--- src/rtl/oleng_pkg.sv ---
`timescale 1ns / 1ps
// Package for the ordered list engine: sizes, operation and status codes,
// payload structs and the command that the top level broadcasts to the cell row.
// Depends on nothing.
package oleng_pkg;

  localparam int unsigned DEPTH = 64;
  localparam int unsigned IDX_W = $clog2(DEPTH);
  localparam int unsigned CNT_W = 7;
  localparam int unsigned POS_W = 8;
  localparam int unsigned VAL_W = 32;
  localparam int unsigned OP_W  = 3;
  localparam int unsigned ST_W  = 3;

  typedef enum logic [OP_W-1:0] {
    OP_APPEND   = 3'd0,
    OP_INSERT   = 3'd1,
    OP_DEL_VAL  = 3'd2,
    OP_DEL_POS  = 3'd3,
    OP_SEARCH   = 3'd4
  } op_e;

  typedef enum logic [ST_W-1:0] {
    ST_OK        = 3'd0,
    ST_NOT_FOUND = 3'd1,
    ST_INVALID   = 3'd2,
    ST_RANGE     = 3'd3,
    ST_FULL      = 3'd4
  } status_e;

  typedef enum logic [1:0] {
    CELL_HOLD = 2'd0,
    CELL_INS  = 2'd1,
    CELL_DEL  = 2'd2
  } cell_op_e;

  typedef enum logic [1:0] {
    S_IDLE = 2'd0,
    S_CMP  = 2'd1,
    S_EXEC = 2'd2
  } state_e;

  typedef struct packed {
    logic [OP_W-1:0]         operation;
    logic signed [VAL_W-1:0] value;
    logic [POS_W-1:0]        position;
  } req_t;

  typedef struct packed {
    status_e          status;
    logic [CNT_W-1:0] found_position;
    logic [CNT_W-1:0] length;
  } rsp_t;

  typedef struct packed {
    cell_op_e                op;
    logic                    cmp_en;
    logic [IDX_W-1:0]        idx;
    logic signed [VAL_W-1:0] value;
  } cell_cmd_t;

endpackage

--- src/rtl/oleng_cell.sv ---
`timescale 1ns / 1ps
// One list cell: holds one entry, compares it with the broadcast value and
// takes its left or right neighbour's entry on insert or delete. Uses oleng_pkg.
module oleng_cell import oleng_pkg::*; (
  input  logic                    clk_i,
  input  logic [IDX_W-1:0]        my_idx_i,
  input  cell_cmd_t               cmd_i,
  input  logic signed [VAL_W-1:0] left_i,
  input  logic signed [VAL_W-1:0] right_i,
  output logic signed [VAL_W-1:0] entry_o,
  output logic                    match_o
);

  logic signed [VAL_W-1:0] entry_q;
  logic                    match_q;

  // Entry storage is undefined until written: no reset.
  always_ff @(posedge clk_i) begin
    unique case (cmd_i.op)
      CELL_INS: begin
        if (my_idx_i == cmd_i.idx) begin
          entry_q <= cmd_i.value;
        end else if (my_idx_i > cmd_i.idx) begin
          entry_q <= left_i;
        end
      end
      CELL_DEL: begin
        if (my_idx_i >= cmd_i.idx) begin
          entry_q <= right_i;
        end
      end
      default: begin
      end
    endcase
  end

  always_ff @(posedge clk_i) begin
    if (cmd_i.cmp_en) begin
      match_q <= (entry_q == cmd_i.value);
    end
  end

  assign entry_o = entry_q;
  assign match_o = match_q;

endmodule

--- config.mk ---
export PLATFORM = sky130hd
export DESIGN_NAME = oleng_cell
export DESIGN_NICKNAME = d
export VERILOG_FILES = /design/src/rtl/oleng_pkg.sv /design/src/rtl/oleng_cell.sv
export SDC_FILE = /design/constraint.sdc
export NUM_CORES = 1
export LEC_CHECK = 0
export CORE_ASPECT_RATIO = 1.25
export CORE_MARGIN = 2
export CORE_UTILIZATION = 57
export DETAILED_ROUTE_END_ITERATION = 12
export DONT_BUFFER_PORTS = 1
export PLACE_DENSITY = 0.81
export SLEW_MARGIN = 10
export SYNTH_ARGS = -nofsm -noshare
export SYNTH_HDL_FRONTEND = slang
export SYNTH_SLANG_ARGS = --single-unit
--- constraint.sdc ---
create_clock -name clk_i -period 3.7 [get_ports clk_i]
set_clock_uncertainty 0.2 [all_clocks]
set_input_delay 0.74 -clock clk_i [delete_from_list [all_inputs] [get_ports clk_i]]
set_output_delay 0.74 -clock clk_i [all_outputs]
set_load 0.005 [all_outputs]
# --- After elaboration in Yosys (flattened, before gate mapping) ---
# Index checks and enable logic that the tools add are counted.
word_totals:
  reg_bits: 33
  inputBits: 112
op_classes:
  magnitude_cmp: 2
  n_eq_ne: 6
  n_mux: 4
  reduce_logical: 2
op_table:
  columns: ["cell", "n"]
  rows:
  - ["2-to-1 mux 32 bit", 3]
  - ["one-hot mux 32 bit (2 select lines)", 1]
  - ["equality test 32 bit", 1]
  - ["equality test 6 bit", 1]
  - [">= comparator 6 bit", 1]
  - ["greater-than comparator 6 bit", 1]
  - ["inequality test 3 bit, second input constant", 1]
  - ["AND reduction 3 bit", 1]
  - ["equality test 2 x 1 -> 1 bit, second input constant", 1]
  - ["equality test 2 bit, second input constant", 1]
  - ["inequality test 2 bit, second input constant", 1]
  - ["nonzero test 2 bit", 1]

# --- Longest topological paths before layout ---
# Gate-level depths: netlist of run 1.
logic_depth:
  depth_word: 4
  mapped_depth: 7
  ltp_nobuf: 6

# --- Worst setup path before layout of run 1 ---
# No wires, ideal clock.
synth_timing:
  kind: "input to register"
  start: "in cmd_i[34] (netlist name)"
  end: "reg entry_q[0] (netlist: entry_o[0]), enable pin"
  t_arrival_ns: 3.220
  slack_ns: -0.152
  cell_stages: 7
  path_cell_list: "inv_1 ha_1 nand4_4 nor2_8 buf_12 nor3b_1 a21oi_1"
synth_between:
  elab_chain_cells: 3
  word_cells_on_any_way: 6
  classes_between: "2 x order compare; 3 x eq/ne; 1 x reduce/logical"
synth_lines:
  columns: ["item", "line", "rtl"]
  rows:
  - ["start: declaration", "oleng_cell.sv:7", "input cell_cmd_t cmd_i,"]
  - ["greater-than comparator 6 bit (tied with other cells)", "oleng_cell.sv:23", "end else if (my_idx_i > cmd_i.idx) begin"]
  - ["inequality test 3 bit (no source line) or inequality test 2 bit (tied branches)", null, null]
  - ["AND reduction 3 bit (no source line) (*)", null, null]
  - ["end signal: assignment", "oleng_cell.sv:22", "entry_q <= cmd_i.value;"]
  - ["end signal: assignment", "oleng_cell.sv:24", "entry_q <= left_i;"]
  - ["end signal: assignment", "oleng_cell.sv:29", "entry_q <= right_i;"]
  - ["end: declaration", "oleng_cell.sv:14", "logic signed [VAL_W-1:0] entry_q;"]
# Every way passes the cells marked *; elsewhere a longest branch is shown, timed or not.
# A chain may end at the register's enable or synchronous reset.

# --- Final worst setup path of run 1 ---
layout_timing:
  start: "in cmd_i[34] (netlist name)"
  end: "reg entry_q[27] (netlist: entry_o[27]) (data pin)"
layout_between:
  elab_chain_cells: 3
layout_lines:
  columns: ["item", "line", "rtl"]
  rows:
  - ["equality test 6 bit", "oleng_cell.sv:21", "if (my_idx_i == cmd_i.idx) begin"]
  - ["2-to-1 mux 32 bit", "oleng_cell.sv:21", null]
  - ["one-hot mux 32 bit (2 select lines)", "oleng_cell.sv:19", "unique case (cmd_i.op)"]
# No other way between the ends.

==> results of run 1 <==
[per-stage QoR]
stage / hold slack, ns / util, % / setup slack [ns] / power, uW / cells
final: 0.3684 / 61.72 / 1.262 / 880.2 / 261
after global routing: 0.3565 / 61.72 / 1.169 / 922.7 / 261
after CTS: 0.3611 / 61.72 / 1.250 / 887.3 / 261
after detailed placement: 0.6518 / 59.77 / 0.9512 / 643.6 / 255
after global placement: 0.6526 / 59.77 / 0.9907 / 638.3 / 255
after floorplan: 0.6042 / - / 0.5578 / 610.4 / 207
[state kept, by name, indices dropped and copies added (netlist names)]
name and flops:
entry_o 32, match_o 1
[final timing paths]
| path | endpoint | slack (ns) | cells after the start |
|---|---|---|---|
| setup / recovery | entry_o[27] | 1.26 | 7 |
| hold / removal | match_o | 0.37 | 0 |
| setup reg to reg | match_o | 2.01 | 4 |
| hold reg to reg | match_o | 0.66 | 4 |
[cells by family (layout without fill, tap and decap cells)]
family                     Yosys count  count (layout)  synth area share (%)
adders and majority gates            6               6                 3.357
buffers and inverters               16              16                 5.036
AOI/OAI and AO/OA                   37              37                 8.394
DFF                                 33              33                 44.32
muxes                               32              32                 14.33
xor gates and xnor gates            32              32                 12.54
and+or+nand+nor                     51              51                 12.03
[report_power, final]
group / total (uW) / internal (uW) / switching, uW / leakage (uW)
Clock: 246 / 124 / 123 / 0.0000399
Combinational: 137 / 60.7 / 76.3 / 0.000440
Sequential: 497 / 462 / 34.5 / 0.000300
[metal layers]
metal  global-route usage (%)  part of all wire, %  vias to the layer above
met4                    9.383                  1.3                        0
li1                         -                    -                      738
met1                    19.87                   34                      672
met5                        0                    0                        -
met2                    38.89                   55                       87
met3                    7.130                  9.9                        6
[cell usage in the layout, fill, tap and decap left out]
master,count
sky130_fd_sc_hd__clkinv_2,1
sky130_fd_sc_hd__nor4_1,8
sky130_fd_sc_hd__nor2_1,1
sky130_fd_sc_hd__nor2b_1,2
sky130_fd_sc_hd__nor3b_1,1
sky130_fd_sc_hd__o21ai_0,2
sky130_fd_sc_hd__o21a_1,1
sky130_fd_sc_hd__mux2i_1,32
sky130_fd_sc_hd__edfxtp_1,33
sky130_fd_sc_hd__nor2b_4,1
sky130_fd_sc_hd__a21oi_4,1
sky130_fd_sc_hd__buf_4,4
sky130_fd_sc_hd__nand4_4,1
sky130_fd_sc_hd__ha_1,6
sky130_fd_sc_hd__o21ai_1,32
sky130_fd_sc_hd__nor2_8,1
sky130_fd_sc_hd__xor2_1,32
sky130_fd_sc_hd__clkbuf_8,5
sky130_fd_sc_hd__inv_1,6
sky130_fd_sc_hd__nand2_1,33
sky130_fd_sc_hd__nand4_1,2
sky130_fd_sc_hd__nand2_4,1
sky130_fd_sc_hd__a21oi_1,1
[critical path, cell delays in order]
cell	delay [ns]
sky130_fd_sc_hd__inv_1	0.02
sky130_fd_sc_hd__ha_1	0.32
sky130_fd_sc_hd__nand4_4	0.14
sky130_fd_sc_hd__nor2_8	0.33
sky130_fd_sc_hd__buf_4	0.37
sky130_fd_sc_hd__mux2i_1	0.24
sky130_fd_sc_hd__o21ai_1	0.07
[layout make-up]
cell class	count	area (um^2)
Fill cell	327	1449
Inverter	6	22.52
Sequential cell	33	991.0
Multi-Input combinational cell	158	1151
Clock buffer	5	68.82
Clock inverter	1	5.005
Tap cell	54	67.56
Timing Repair Buffer	4	30.03
[synth_stat cells (2+ instances only)]
library cell,number
sky130_fd_sc_hd__buf_2,3
sky130_fd_sc_hd__nand2_1,33
sky130_fd_sc_hd__buf_12,3
sky130_fd_sc_hd__a21oi_1,2
sky130_fd_sc_hd__mux2i_1,32
sky130_fd_sc_hd__xor2_1,32
sky130_fd_sc_hd__inv_1,6
sky130_fd_sc_hd__edfxtp_1,33
sky130_fd_sc_hd__nor4_1,8
sky130_fd_sc_hd__ha_1,6
sky130_fd_sc_hd__clkbuf_1,4
sky130_fd_sc_hd__nand4_1,2
sky130_fd_sc_hd__o21ai_1,32
sky130_fd_sc_hd__nor2b_1,3
sky130_fd_sc_hd__o21ai_0,2
==> run summary, run 1 <==
FLOORPLAN
-----------------------------------------------------------------------------------------
Die Y                                                                            74.03 um
Starting density of the core                                                       59.07%
Overall die width                                                                60.02 um
Die footprint                                                                   4443 um^2
Number of core rows                                                                    25
Count of boundary I/O pins                                                            145
Core box area                                                                   3785 um^2

ROUTING
-----------------------------------------------------------------------------------------
Number of nets with antenna violations after detailed routing                           0
Routed WL                                                                        4.754 mm
DRC viols                                                                               0
Number of DRC markers in iteration 0                                                   59
Final routed wire length divided by cell count                                   18.21 um
Drt via density                                                                     5.759
Routed vias                                                                          1503
Drt first pass iters                                                                    4

CRITICAL PATH
-----------------------------------------------------------------------------------------
WS Path Type                                                                 primary input to register
Crit path launch type                                                        primary input
Arrival time of data at the critical path endpoint                                2.25 ns
Critical-path maximum fanout                                                           17
CP startpoint                                                                   cmd_i[34]
Critical path endpoint category                                                  register
Critical Path RT                                                                  3.51 ns
RR Startpoint                                                                 entry_o[31]

LOGIC SYNTHESIS
-----------------------------------------------------------------------------------------
Sequential-to-total area share from yosys stat                                     44.32%
Post-Synthesis Net Count                                                              325
Top area cells in the synthesized netlist                                    sky130_fd_sc_hd__edfxtp_1, sky130_fd_sc_hd__mux2i_1, sky130_fd_sc_hd__xor2_1, sky130_fd_sc_hd__o21ai_1, sky130_fd_sc_hd__nand2_1
Dominant cell type by area after synthesis                                   sky130_fd_sc_hd__edfxtp_1
Netlist cell types                                                                     21
Proportion of register bits with asynchronous set or reset after synthesis             0%
Top_reg_cell synth                                                           sky130_fd_sc_hd__edfxtp_1
Count of state elements after synthesis                                                33
Number of enable flip-flop cells after synthesis                                       33
Yosys Warn Count                                                                        0
Post-synth design cell area                                                     2236 um^2
Syn Inst Count                                                                        207
Mapped Avg Cell Area                                                           10.80 um^2
Area share of the largest cell type after synthesis                                44.32%

LAYOUT
-----------------------------------------------------------------------------------------
Antenna cell count                                                                      0
Post-route cell area                                                            2336 um^2
Layout-stage area growth over the synthesis result                                 4.477%
Fraction of final layout cells with drive strength greater than 1                  7.246%
Net count, final                                                                      326

POWER
-----------------------------------------------------------------------------------------
Areal power density over the cells                                           376.8 nW/um^2
Static power due to leakage                                                  0.0007793 uW
Worst supply voltage drop on vdd                                              0.0001818 V

STA
-----------------------------------------------------------------------------------------
Total of endpoints with negative setup slack in the final report                        0
Worst slew slack as a fraction of its limit                                        58.36%
Slew at the pin with the worst max-slew slack                                   0.6233 ns
Number of max-slew violations in the final report                                       0
Setup repair after global routing missed its margin                                    no
Maximum frequency from static timing analysis                                   410.1 MHz
Period Utilization, post-route                                                     65.90%
Final setup TNS                                                                      0 ns
Hold Violations, Final                                                                  0
Min Clock Period, post-route                                                     2.438 ns

CTS
-----------------------------------------------------------------------------------------
Reg clk slew, reported paths                                                      0.07 ns
Clock latency on the worst-skew pair                                              0.28 ns
Maximum count of clock buffers along a single path                                      2
Number of clock sinks                                                                  33
H-tree level count                                                                      2
Num CTS Buffers                                                                         5
Post-CTS Hold Fix Bufs                                                                  0
TritonCTS clock tree                                                                built
Post-CTS setup buffers                                                                  0
Root Buffer Master                                                           sky130_fd_sc_hd__clkbuf_8
Resized Gates After CTS                                                                 0

GLOBAL ROUTE
-----------------------------------------------------------------------------------------
GRT Resource Usage Total                                                           20.77%
Total overflow reported by the global router                                            0
Wire length of the first global-routing pass                                     6.720 mm
Pin count of the biggest net entering global routing                                   35
Via count of the first global-routing pass                                           1498
Number of antenna violations at the first check in global routing                       0

PLACED DESIGN
-----------------------------------------------------------------------------------------
Area post-placement                                                             2262 um^2
DPL Wire Length                                                                  3.784 mm
Final RePlAce weighted congestion                                                  0.7762
Number of buffers inserted by port buffering                                            0

JOB
-----------------------------------------------------------------------------------------
Max Cap Viol                                                                            0

WORST HOLD PATH
-----------------------------------------------------------------------------------------
Hold path startpoint                                                            cmd_i[38]
Worst Hold Class                                                             primary input to register

RUN STATUS
-----------------------------------------------------------------------------------------
Run status                                                                   finished clean

(Power assumes the default switching activity.)
==> inputs of run 2 (changes only) <==
Settings changed: ABC_AREA set to 1, CORE_UTILIZATION 57 to 60, PLACE_DENSITY 0.81 to 0.82.
Clock period 3.7 ns to 2.4 ns, I/O delays scaled along.
==> run summary, run 2 <==
CTS
-----------------------------------------------------------------------------------------
H-tree level count                                                                      2   unchanged
Number of clock sinks                                                                  33   unchanged
Clock latency on the worst-skew pair                                              0.28 ns   about the same
Reg clk slew, reported paths                                                      0.07 ns   about the same
Root Buffer Master                                                           sky130_fd_sc_hd__clkbuf_8
Post-CTS Hold Fix Bufs                                                                  0   unchanged
Num CTS Buffers                                                                         5   unchanged
Maximum count of clock buffers along a single path                                      2   unchanged
TritonCTS clock tree                                                                built
Resized Gates After CTS                                                                 0   unchanged
Post-CTS setup buffers                                                                  0   unchanged

CRITICAL PATH
-----------------------------------------------------------------------------------------
Number of cell instances on the worst register-to-register path                         7   +3
Arrival time of data at the critical path endpoint                                1.67 ns   -0.58 ns
Critical path endpoint category                                                  register
RR Startpoint                                                                 entry_o[22]
Crit path launch type                                                        primary input
R2R setup slack                                                                   1.03 ns   -0.98 ns
Cell breakdown of the critical path                                          inv_1 > ha_1 > nand2_2 > nor2_4 > nand2_4 > buf_12 > o211ai_2 > o21ai_1
CP startpoint                                                                   cmd_i[35]
Critical Path RT                                                                  2.23 ns   -1.28 ns
WS Path Type                                                                 primary input to register
Crit Reg-Reg Endpoint                                                             match_o
WP buf/inv                                                                              2   unchanged
Family of cells with the greatest summed delay on the critical path          simple AND/OR/NAND/NOR gates
Critical-path maximum fanout                                                           22   +5
Biggest cell delay along the critical path                                        0.30 ns   -0.07 ns
Cell with the biggest individual delay on the critical path                  sky130_fd_sc_hd__ha_1

PLACED DESIGN
-----------------------------------------------------------------------------------------
Number of buffers inserted by port buffering                                            0   unchanged
Final RePlAce weighted congestion                                                  0.8462   +9.0%
DPL Wire Length                                                                  4.615 mm   +22%

LOGIC SYNTHESIS
-----------------------------------------------------------------------------------------
Count of state elements after synthesis                                                33   unchanged
Yosys Warn Count                                                                        0   unchanged
Sequential-to-total area share from yosys stat                                     34.17%   -10 points
Mapped Avg Cell Area                                                           7.144 um^2   -34%
Syn Inst Count                                                                        406   +96%
List of most frequent post-synthesis cells                                   sky130_fd_sc_hd__inv_1, sky130_fd_sc_hd__nand2_1, sky130_fd_sc_hd__nor2_1, sky130_fd_sc_hd__edfxtp_1, sky130_fd_sc_hd__o211ai_2
Post-synth design cell area                                                     2900 um^2   +30%
Proportion of register bits with asynchronous set or reset after synthesis             0%   unchanged
Netlist cell types                                                                     21   unchanged
Post-Synthesis Net Count                                                              524   +61%
Number of enable flip-flop cells after synthesis                                       33   unchanged
Most frequently used cell type in the post-synthesis netlist                 sky130_fd_sc_hd__inv_1
Top_reg_cell synth                                                           sky130_fd_sc_hd__edfxtp_1
Dominant cell type by area after synthesis                                   sky130_fd_sc_hd__edfxtp_1
Area share of the largest cell type after synthesis                                34.17%   -10 points
Top area cells in the synthesized netlist                                    sky130_fd_sc_hd__edfxtp_1, sky130_fd_sc_hd__inv_1, sky130_fd_sc_hd__nand2_1, sky130_fd_sc_hd__o211ai_2, sky130_fd_sc_hd__nor2_1

STA
-----------------------------------------------------------------------------------------
Worst slew slack as a fraction of its limit                                        79.29%   +21 points
Total of endpoints with negative setup slack in the final report                        0   unchanged
Setup repair after global routing missed its margin                                    no
Period Utilization, post-route                                                     76.96%
Hold Violations, Final                                                                  0   unchanged
Final setup TNS                                                                      0 ns   unchanged
Min Clock Period, post-route                                                     1.847 ns
Number of max-slew violations in the final report                                       0   unchanged
Maximum frequency from static timing analysis                                   541.4 MHz
Slew at the pin with the worst max-slew slack                                   0.3103 ns   -0.3130 ns

ROUTING
-----------------------------------------------------------------------------------------
DRC viols                                                                               0   unchanged
Routed vias                                                                          2355   +57%
Drt via density                                                                     5.043   -12%
Routed WL                                                                        5.773 mm   +21%
Drt first pass iters                                                                    4   unchanged
Number of DRC markers in iteration 0                                                   73   +24%
Final routed wire length divided by cell count                                   12.36 um   -32%
Number of nets with antenna violations after detailed routing                           0   unchanged

LAYOUT
-----------------------------------------------------------------------------------------
Register Area                                                                  991.0 um^2   unchanged
Multi-input logic area                                                          1324 um^2   +15%
Most common cell after layout, fill and taps aside                           sky130_fd_sc_hd__inv_1
Count of filler cells inserted in the layout                                          420   +28%
Fraction of final layout cells with drive strength greater than 1                  12.53%   +5.3 points
Leading cell types in the layout, fill and taps excluded                     sky130_fd_sc_hd__inv_1, sky130_fd_sc_hd__nand2_1, sky130_fd_sc_hd__nor2_1, sky130_fd_sc_hd__edfxtp_1, sky130_fd_sc_hd__o211ai_2
Number of flip-flops under the largest register name                                   32   unchanged
Antenna cell count                                                                      0   unchanged
Layout-stage area growth over the synthesis result                                 4.357%
Net count, final                                                                      525   +61%

GLOBAL ROUTE
-----------------------------------------------------------------------------------------
Pin count of the biggest net entering global routing                                   45   +29%
Number of antenna violations at the first check in global routing                       0   unchanged
GRT Resource Usage Total                                                           20.67%   -0.10 points
Wire length of the first global-routing pass                                     8.625 mm   +28%
Total overflow reported by the global router                                            0   unchanged
Via count of the first global-routing pass                                           2177   +45%

JOB
-----------------------------------------------------------------------------------------
Max Cap Viol                                                                            0   unchanged

WORST HOLD PATH
-----------------------------------------------------------------------------------------
Hold path startpoint                                                            cmd_i[38]
Worst Hold Class                                                             primary input to register
Hold-critical path depth                                                                0   unchanged
Hold-critical path endpoint                                                       match_o

FLOORPLAN
-----------------------------------------------------------------------------------------
Overall die width                                                                66.19 um   +10%
Starting density of the core                                                       61.78%   +2.7 points
Die footprint                                                                   5409 um^2   +22%
Number of core rows                                                                    28   +12%
Count of boundary I/O pins                                                            145   unchanged
Core box area                                                                   4695 um^2   +24%
Die Y                                                                            81.73 um   +10%

POWER
-----------------------------------------------------------------------------------------
Worst supply voltage drop on vdd                                              0.0002794 V   +54%
Areal power density over the cells                                           490.4 nW/um^2   +30%
Static power due to leakage                                                   0.001750 uW   +120%
Total power after layout                                                          1484 uW   +69%

RUN STATUS
-----------------------------------------------------------------------------------------
Run status                                                                   finished clean

-- run 2: cells by family after synthesis --
group,after synthesis,synth area share (%)
AOI/OAI and AO/OA,68,20.23
and+or+nand+nor,162,21.92
xor gates and xnor gates,3,0.9061
DFF,33,34.17
adders and majority gates,6,2.588
buffers and inverters,134,20.19
-- run 2: how the worst max path moves through the flow --
stage / cells after the start / end
after global routing: 8 / entry_o[22]
after floorplan: 7 / entry_o[0]
after detailed placement: 8 / entry_o[17]
after global placement: 8 / entry_o[5]
after CTS: 9 / entry_o[27]
final: 8 / entry_o[9]
-- run 2: per-layer routing --
metal	global-route usage (%)	vias up	wire, um
li1	-	1229	-
met1	20.03	1024	2197
met2	40.20	90	3038
met3	5.753	12	414
met4	8.571	0	123
met5	0	-	0
-- run 2: per-stage QoR --
step                      cells  hold WS, ns  utilization, %  instance area (um^2)  setup slack, ns
after detailed placement    460       0.3927           62.85                  2950           0.2615
final                       467       0.1093           64.47                  3027           0.5529
after global routing        467      0.09081           64.47                  3027           0.4746
after floorplan             406       0.3925               -                  2904           0.1714
after global placement      460       0.3927           62.85                  2950           0.3194
after CTS                   467      0.09890           64.47                  3027           0.5574
-- run 2: area by class of cell --
type	count	share of cell area (%)
Tap cell	60	2.480
Clock buffer	6	2.398
Timing Repair Buffer	7	3.390
Multi-Input combinational cell	239	43.74
Clock inverter	1	0.1240
Sequential cell	33	32.74
Inverter	121	15.13
-- run 2: worst register-to-register path, cell delays in order, from the launching register on --
cell                       delay (ns)
sky130_fd_sc_hd__edfxtp_1        0.43
sky130_fd_sc_hd__nand2_1         0.09
sky130_fd_sc_hd__nand2_1         0.05
sky130_fd_sc_hd__nor2_1          0.11
sky130_fd_sc_hd__nand2_1         0.08
sky130_fd_sc_hd__nor2_1          0.13
sky130_fd_sc_hd__nand2_1         0.07
sky130_fd_sc_hd__nor2_1          0.08
-- run 2: power by group --
part	internal [uW]	switching, uW	total (uW)
combinational	134	182	316
sequential	719	61.9	781
clock	195	192	387
total	1050	436	1480
